**src/rgc_pkg.sv**
```systemverilog
// ----------------------------------------------------------------------------
// rgc_pkg
// Shared types, constants and constant tables for the gamma correction block.
// ----------------------------------------------------------------------------
package rgc_pkg;

  localparam int SAMPLE_BITS   = 8;
  localparam int CHANNEL_COUNT = 3;
  localparam int MAXV          = (1 << SAMPLE_BITS) - 1;
  localparam int FRAC_BITS     = 30;
  localparam int GAMMA_W       = 16;
  localparam int GAMMA_FRAC    = 12;
  localparam int N_MAX         = 20;
  localparam int N_W           = $clog2(N_MAX + 1);
  localparam int L_W           = FRAC_BITS + $clog2(SAMPLE_BITS + 1);
  localparam int Y_W           = L_W + GAMMA_W - GAMMA_FRAC;
  localparam int P_W           = 32;
  localparam int V_W           = FRAC_BITS + N_MAX + 3;
  localparam int SH_W          = $clog2(V_W);
  // lookup, multiply, one stage per exponent bit, output register
  localparam int NSTG          = FRAC_BITS + 3;
  localparam int TAB_N         = 1 << SAMPLE_BITS;

  typedef logic [SAMPLE_BITS-1:0] sample_t;

  typedef struct packed {
    sample_t blue_in;
    sample_t green_in;
    sample_t red_in;
  } in_pkt_t;

  typedef struct packed {
    sample_t blue_out;
    sample_t green_out;
    sample_t red_out;
  } out_pkt_t;

  typedef struct packed {
    logic [NSTG-1:0] load;
  } flow_t;

  typedef logic [P_W-1:0] rtab_t [0:FRAC_BITS];
  typedef logic [L_W-1:0] ltab_t [0:TAB_N-1];

  function automatic logic [63:0] isqrt64(input logic [63:0] x_in);
    logic [63:0] x;
    logic [63:0] res;
    logic [63:0] bit_v;
    x     = x_in;
    res   = '0;
    bit_v = 64'd1 << 62;
    for (int i = 0; i < 32; i++) begin
      if (bit_v > x) bit_v = bit_v >> 2;
    end
    for (int i = 0; i < 32; i++) begin
      if (bit_v != 0) begin
        if (x >= res + bit_v) begin
          x   = x - (res + bit_v);
          res = (res >> 1) + bit_v;
        end else begin
          res = res >> 1;
        end
        bit_v = bit_v >> 2;
      end
    end
    return res;
  endfunction

  // entry k holds 2^(-2^-k) in q1.31
  function automatic rtab_t build_roots();
    rtab_t t;
    logic [63:0] r;
    t[0] = P_W'(64'd1 << 30);
    for (int k = 1; k <= FRAC_BITS; k++) begin
      r    = isqrt64({32'd0, t[k-1]} << 31);
      t[k] = r[P_W-1:0];
    end
    return t;
  endfunction

  function automatic logic [63:0] log2_q30(input logic [63:0] x);
    logic [63:0] n;
    logic [63:0] m;
    logic [63:0] frac;
    n    = '0;
    frac = '0;
    for (int i = 0; i < 40; i++) begin
      if ((x >> (n + 1)) != 0) n = n + 1;
    end
    m = x << (31 - n);
    for (int i = 0; i < FRAC_BITS; i++) begin
      m    = (m * m) >> 31;
      frac = frac << 1;
      if (m >= (64'd1 << 32)) begin
        m    = m >> 1;
        frac = frac | 64'd1;
      end
    end
    return (n << FRAC_BITS) | frac;
  endfunction

  // log2(maxv) - log2(c); zero and full scale get entry zero, zero is handled outside the table
  function automatic ltab_t build_ltab();
    ltab_t t;
    logic [63:0] lm;
    logic [63:0] d;
    lm = log2_q30(64'(MAXV));
    for (int c = 0; c < TAB_N; c++) begin
      if (c == 0 || c >= MAXV) begin
        t[c] = '0;
      end else begin
        d    = lm - log2_q30(64'(c));
        t[c] = d[L_W-1:0];
      end
    end
    return t;
  endfunction

  localparam rtab_t ROOT_TAB = build_roots();
  localparam ltab_t LOG_TAB  = build_ltab();

endpackage

```
**src/rgc_flow.sv**
```systemverilog
// ----------------------------------------------------------------------------
// rgc_flow
// Valid tracking and load enables for the shared lane pipeline.
// ----------------------------------------------------------------------------
module rgc_flow import rgc_pkg::*; (
  input  logic  clk,
  input  logic  rst_n,
  input  logic  in_valid,
  output logic  in_ready,
  output logic  out_valid,
  input  logic  out_ready,
  output flow_t flow,
  output logic [NSTG-1:0] vld
);

  logic [NSTG-1:0] v_r;
  logic [NSTG-1:0] v_nxt;
  logic [NSTG-1:0] room;
  logic [NSTG-1:0] take;
  logic [NSTG-1:0] load;

  // a stage has room when empty or when its request moves on this cycle
  always_comb begin
    take[NSTG-1] = out_ready;
    room[NSTG-1] = !v_r[NSTG-1] || out_ready;
    for (int i = NSTG - 2; i >= 0; i--) begin
      take[i] = room[i+1];
      room[i] = !v_r[i] || room[i+1];
    end
    load[0] = in_valid && room[0];
    for (int i = 1; i < NSTG; i++) begin
      load[i] = v_r[i-1] && room[i];
    end
    for (int i = 0; i < NSTG; i++) begin
      v_nxt[i] = load[i] || (v_r[i] && !take[i]);
    end
  end

  always_ff @(posedge clk) begin
    if (!rst_n) begin
      v_r <= '0;
    end else begin
      v_r <= v_nxt;
    end
  end

  assign in_ready  = room[0];
  assign out_valid = v_r[NSTG-1];
  assign flow.load = load;
  assign vld       = v_r;

endmodule

```
**config.mk**
```make
export PLATFORM = sky130hd
export DESIGN_NAME = rgc_flow
export DESIGN_NICKNAME = d
export VERILOG_FILES = /design/src/rgc_pkg.sv /design/src/rgc_flow.sv
export SDC_FILE = /design/constraint.sdc
export NUM_CORES = 1
export LEC_CHECK = 0
export BUFFER_PORTS_ARGS = -buffer_cell sky130_fd_sc_hd__buf_2
export CAP_MARGIN = 20
export CORE_ASPECT_RATIO = 1.25
export CORE_UTILIZATION = 49
export CTS_CLUSTER_DIAMETER = 60
export DETAILED_ROUTE_END_ITERATION = 8
export PLACE_DENSITY = 0.86
export SYNTH_ARGS = -nofsm -noshare
export SYNTH_HDL_FRONTEND = slang
export SYNTH_SLANG_ARGS = --single-unit
```
**constraint.sdc**
```tcl
create_clock -name clk -period 6.4 [get_ports clk]
set_clock_uncertainty 0.15 [all_clocks]
set_input_delay 1.28 -clock clk [delete_from_list [all_inputs] [get_ports clk]]
set_output_delay 1.28 -clock clk [all_outputs]
set_load 0.01 [all_outputs]
```
==> results.tsv, run 1 <==
metric	value	unit
tns	0	ns
rsz0062_at_grt	no	
ys_top_cells_by_count	33 x dfxtp_1, 24 x nor2_1, 20 x nand2_1	
crit_chain	buf_2 > nand4b_4 > or3_1 > or4_4 > o21a_1 > buf_2	
via_count	1569	
antenna_left	0	
dieHeight	64.3	um
slew_headroom	40.6	%
crit_path_end_kind	output port	
clock-root-buffer	clkbuf_4	
timing.final.crit_share	69.5	%
switchingPower	74.8	uW
min_from	vld[21]	
fp-row-count	22	
grt_overflow_total	0	
cpMaxStageDelayCell	or4_4	
reg2reg_slack	4.25	ns
async_flop_share	0	%
cts_max_level	2	
antenna_found_initial	0	
ys_seq_elements	33	
fin_cells	290	
grt_use_met2	37.0	%
syn_area	1520	sq um
ys_top_cells_by_area	dfxtp_1 43%, o21a_1 6.9%, nor2_1 5.9%	
cpPeakStageDelay	0.62	ns
yosysWarningCount	0	
vdd_ir_drop_max	0.000174	V
p_sw_share	22.2	%
drt-pass1-iter-count	4	
synth_top_area_cell	dfxtp_1	
grt_pass1_wl	5670	um
clock_latency	0.34	ns
grt_usage	23.0	%
synth_area_per_cell	8.32	sq um
clk_pin_slew	0.09	ns
syn_inst	183	
synth.most_common_cell	dfxtp_1	
die-area	3340	sq um
cts_buffers	5	
gr-max-usage-layer	met2	
drt_iter0_drc	28	
cp-start-kind	input port	
core-area	2950	sq um
cts_tree	built	
largest_reg_flops	33	
clkPwrFrac	35.1	%
crit_arrival	3.02	ns
detail_route.drc_violations	0	
grt_pass1_vias	1291	
synth-edff-count	0	
hpwlAfterDp	2560	um
die_width	51.9	um
whs	0.343	ns
internal_power	262	uW
drive_gt1_share	32.7	%
rr_worst_depth	4	
dp.cells	283	
power.share.combinational	3.2	%
outcome	complete, no violations	
synth_ff_type	dfxtp_1	
powerDensity	173	nW/um^2
fmax	225	MHz
final-setup-viol-count	0	
port_buffers	71	
cp_max_fo	9	
cts.hold.buffers_added	0	
diodes	0	
worstPathRequired	4.97	ns
max-cap-violations	0	
p_seq_share	61.6	%
gp_congestion	0.800	
p_leak	0.000923	uW
worst_slew_pin_slew	0.879	ns
hold_end	vld[22]	
post_cts_buffers	0	
hold_violations	0	
clock_path_buffers	2	
clock_sinks	33	
timing.rr.start	vld[31]	
io_pins	72	
grt_max_degree	28	
met1_usage	26.0	%
syn-num-nets	187	
initial_core_util	51.7	%
r2r_end	vld[12]	
drt-total-wl	3580	um
min_path_type	flop to flop	
min_delay_path_depth	2	
synthDistinctLibCells	30	
nets	258	
path_common_cell	buf_2	
period_needed	4.45	ns
slew_viol_final	0	
stdcell_area	1940	sq um
worstSetupPathType	input port to output port	
area_delta_synth_final	27.4	%
ys_seq_area_share	43.4	%
place_area	1880	sq um
wl_per_cell	12.3	um
synth_top_area_share	43.4	%
cts_resized	0	
met3_usage	8.81	%
fin_util	65.8	%
via_per_inst	5.41	
critical path: cells and delay by family:
kind | cells | cell delay (ns)
compound gates | 1 | 0.19
buf+inv | 2 | 0.24
simple gates | 3 | 1.30
layout by cell type, fill, tap and decap left out, drive strengths merged, types with 4 or more instances in the layout:
cell and instances:
a21boi 8, a21oi 13, a31oi 4, and2 6
buf 71, clkbuf 7, dfxtp 33, inv 8
nand2 20, nand3 6, nand4 8, nor2 24
nor2b 7, o21a 14, o31ai 9
how the worst max path moves through the flow:
stage	from	endpoint	slack (ns)	depth (start not counted)
finish	out_ready	flow[12]	1.95	6
global route	out_ready	flow[5]	1.84	6
CTS	out_ready	flow[10]	1.96	6
detailed placement	out_ready	flow[12]	1.95	6
global placement	out_ready	flow[9]	1.97	6
floorplan	out_ready	flow[10]	2.15	6
logic make-up after synthesis:
| kind of cell | synth area share [%] |
|---|---|
| and+or+nand+nor | 29.7 |
| DFF | 43.4 |
| buffers and inverters | 4.77 |
| AOI/OAI and AO/OA | 22.2 |
cell type report:
type | instances | area [sq um]
Timing Repair Buffer | 71 | 355
Clock buffer | 7 | 55.1
Sequential cell | 33 | 661
Multi-Input combinational cell | 134 | 790
Fill cell | 273 | 1010
Tap cell | 36 | 45.0
Inverter | 9 | 33.8
per-layer routing:
layer	up-vias	share of wire, %	wire, um
met1	703	43	1540
li1	790	-	-
met2	70	47	1700
met4	0	1.7	60
met3	6	7.7	277
met5	-	0	0
per-stage QoR:
step                      setup slack [ns]  power (uW)
after floorplan                       2.15         219
after global placement                1.97         223
final                                 1.95         336
after CTS                             1.96         340
after global routing                  1.84         352
after detailed placement              1.95         223
power by group through the flow:
stage | combinational, uW | sequential, uW | clock [uW]
after floorplan | 6.49 | 212 | 0
final | 10.9 | 207 | 118
after global placement | 10.9 | 212 | 0
after CTS | 11.1 | 207 | 122
after global routing | 12.0 | 208 | 133
after detailed placement | 11.1 | 212 | 0
No activity file was read; power rests on OpenSTA's default activity.
==> run 2: changes to the inputs <==
Settings changed: CORE_UTILIZATION 49 to 46, PLACE_DENSITY 0.86 to 0.81.
Clock period 6.4 ns to 4.6 ns, I/O delays scaled along.
==> results.tsv, run 2 (synthesis results as in run 1) <==
metric	value	unit	change
core-area	3190	sq um	was 2950 sq um
cts.hold.buffers_added	0		unchanged
period_needed	3.76	ns	
slew_headroom	46.8	%	was 40.6%
clock_path_buffers	2		unchanged
detail_route.drc_violations	0		unchanged
timing.final.crit_share	81.8	%	
cts_buffers	5		unchanged
largest_reg_flops	33		unchanged
nets	260		was 258
clk_pin_slew	0.06	ns	was 0.09 ns
post_cts_buffers	0		unchanged
slew_viol_final	0		unchanged
port_buffers	71		unchanged
grt_overflow_total	0		unchanged
maxUsedRoutingLayer	met4		unchanged
path_buf_inv	2		unchanged
path_common_cell	buf_2		unchanged
fmax	266	MHz	
crit_chain	buf_2 > nand4b_4 > or3_1 > or4_4 > o21a_1 > buf_2		unchanged
path_delay_family	simple AND/OR/NAND/NOR gates		unchanged
drt_iter0_drc	47		was 28
worstSetupPathType	input port to output port		unchanged
final-setup-viol-count	0		unchanged
diodes	0		unchanged
wl_met2	1720	um	was 1700 um
clock_sinks	33		unchanged
final_common_cell	buf_2		unchanged
p_leak	0.000947	uW	was 0.000923 uW
min_path_type	flop to flop		unchanged
reg2reg_slack	2.40	ns	was 4.25 ns
timing.rr.start	vld[31]		unchanged
area_delta_synth_final	30.5	%	was 27.4%
die_width	53.5	um	was 51.9 um
wl_met3	216	um	was 277 um
cpPeakStageDelay	0.62	ns	about the same
powerDensity	261	nW/um^2	was 173 nW/um^2
worst_slew_pin_slew	0.793	ns	was 0.879 ns
wl_per_cell	12.4	um	was 12.3 um
die-area	3550	sq um	was 3340 sq um
outcome	complete, no violations		unchanged
antenna_left	0		unchanged
cts_tree	built		unchanged
rsz0062_at_grt	no		unchanged
via_per_inst	5.33		was 5.41
m1WireLength	1660	um	was 1540 um
clock-root-buffer	clkbuf_8		was clkbuf_4
min_delay_path_depth	2		unchanged
hpwlAfterDp	2690	um	was 2560 um
vdd_ir_drop_max	0.000254	V	was 0.000174 V
max-cap-violations	0		unchanged
antenna_found_initial	0		unchanged
mostFrequentLayoutCells	71 x buf_2, 33 x dfxtp_1, 24 x nor2_1		unchanged
hold_end	vld[6]		was vld[22]
r2r_end	vld[12]		unchanged
gp_congestion	0.761		was 0.800
fp-row-count	23		was 22
setup_ws	0.839	ns	was 1.95 ns
drt-total-wl	3630	um	was 3580 um
cts_resized	0		unchanged
crit_arrival	2.69	ns	was 3.02 ns
worstPathRequired	3.53	ns	was 4.97 ns
rr_worst_depth	4		unchanged
hold_violations	0		unchanged
via_count	1562		was 1569
grt_pass1_wl	5530	um	was 5670 um
drt-pass1-iter-count	4		unchanged
dieHeight	66.3	um	was 64.3 um
cp-start-kind	input port		unchanged
grt_usage	21.4	%	was 23.0%
drive_gt1_share	33.2	%	was 32.7%
cts_max_level	2		unchanged
cp_max_fo	9		unchanged
grt_max_degree	28		unchanged
dp_slack	0.839	ns	was 1.95 ns
crit_path_end_kind	output port		unchanged
initial_core_util	47.7	%	was 51.7%
cpMaxStageDelayCell	or4_4		unchanged
tns	0	ns	unchanged
min_from	vld[5]		was vld[21]
clock_latency	0.28	ns	was 0.34 ns
grt_pass1_vias	1282		was 1291
io_pins	72		unchanged
-- run 2: metal layers --
| metal | vias to the layer above | global-route usage, % |
|---|---|---|
| li1 | 796 | - |
| met1 | 706 | 25.2 |
| met2 | 58 | 35.2 |
| met3 | 2 | 6.44 |
| met4 | 0 | 8.88 |
| met5 | - | 0 |
-- run 2: area by class of cell --
class / instances / area (sq um)
Clock buffer: 7 / 86.3
Fill cell: 300 / 1210
Inverter: 9 / 33.8
Multi-Input combinational cell: 134 / 790
Sequential cell: 33 / 661
Tap cell: 37 / 46.3
Timing Repair Buffer: 73 / 370
-- run 2: through the flow --
stage	total power [uW]	utilization [%]	cells	hold WS [ns]	instance area (sq um)
floorplan	305	-	183	0.348	1520
global placement	310	59.5	286	0.337	1900
detailed placement	310	59.5	286	0.340	1900
CTS	524	62.2	293	0.349	1990
global route	536	62.2	293	0.384	1990
finish	518	62.2	293	0.348	1990
-- run 2: tightest hold or removal path, stage by stage (launching register included) --
cell and delay (ns):
dfxtp_1 0.33, nand2_1 0.06, o31ai_1 0.05
-- run 2: worst max path at each step --
stage	startpoint	endpoint	slack, ns	cells after the start
6_report	out_ready	flow[11]	0.84	6
4_1_cts	out_ready	flow[11]	0.84	6
3_5_place_dp	out_ready	flow[11]	0.84	6
3_3_place_gp	out_ready	flow[9]	0.87	6
5_1_grt	out_ready	flow[11]	0.76	6
2_1_floorplan	out_ready	flow[10]	1.07	6
-- run 2: report_power, final --
group / switching [uW] / total [uW] / internal, uW
Sequential: 1.51 / 289 / 287
Combinational: 10.1 / 15.3 / 5.15
Clock: 95.3 / 214 / 118
Total: 107 / 518 / 411
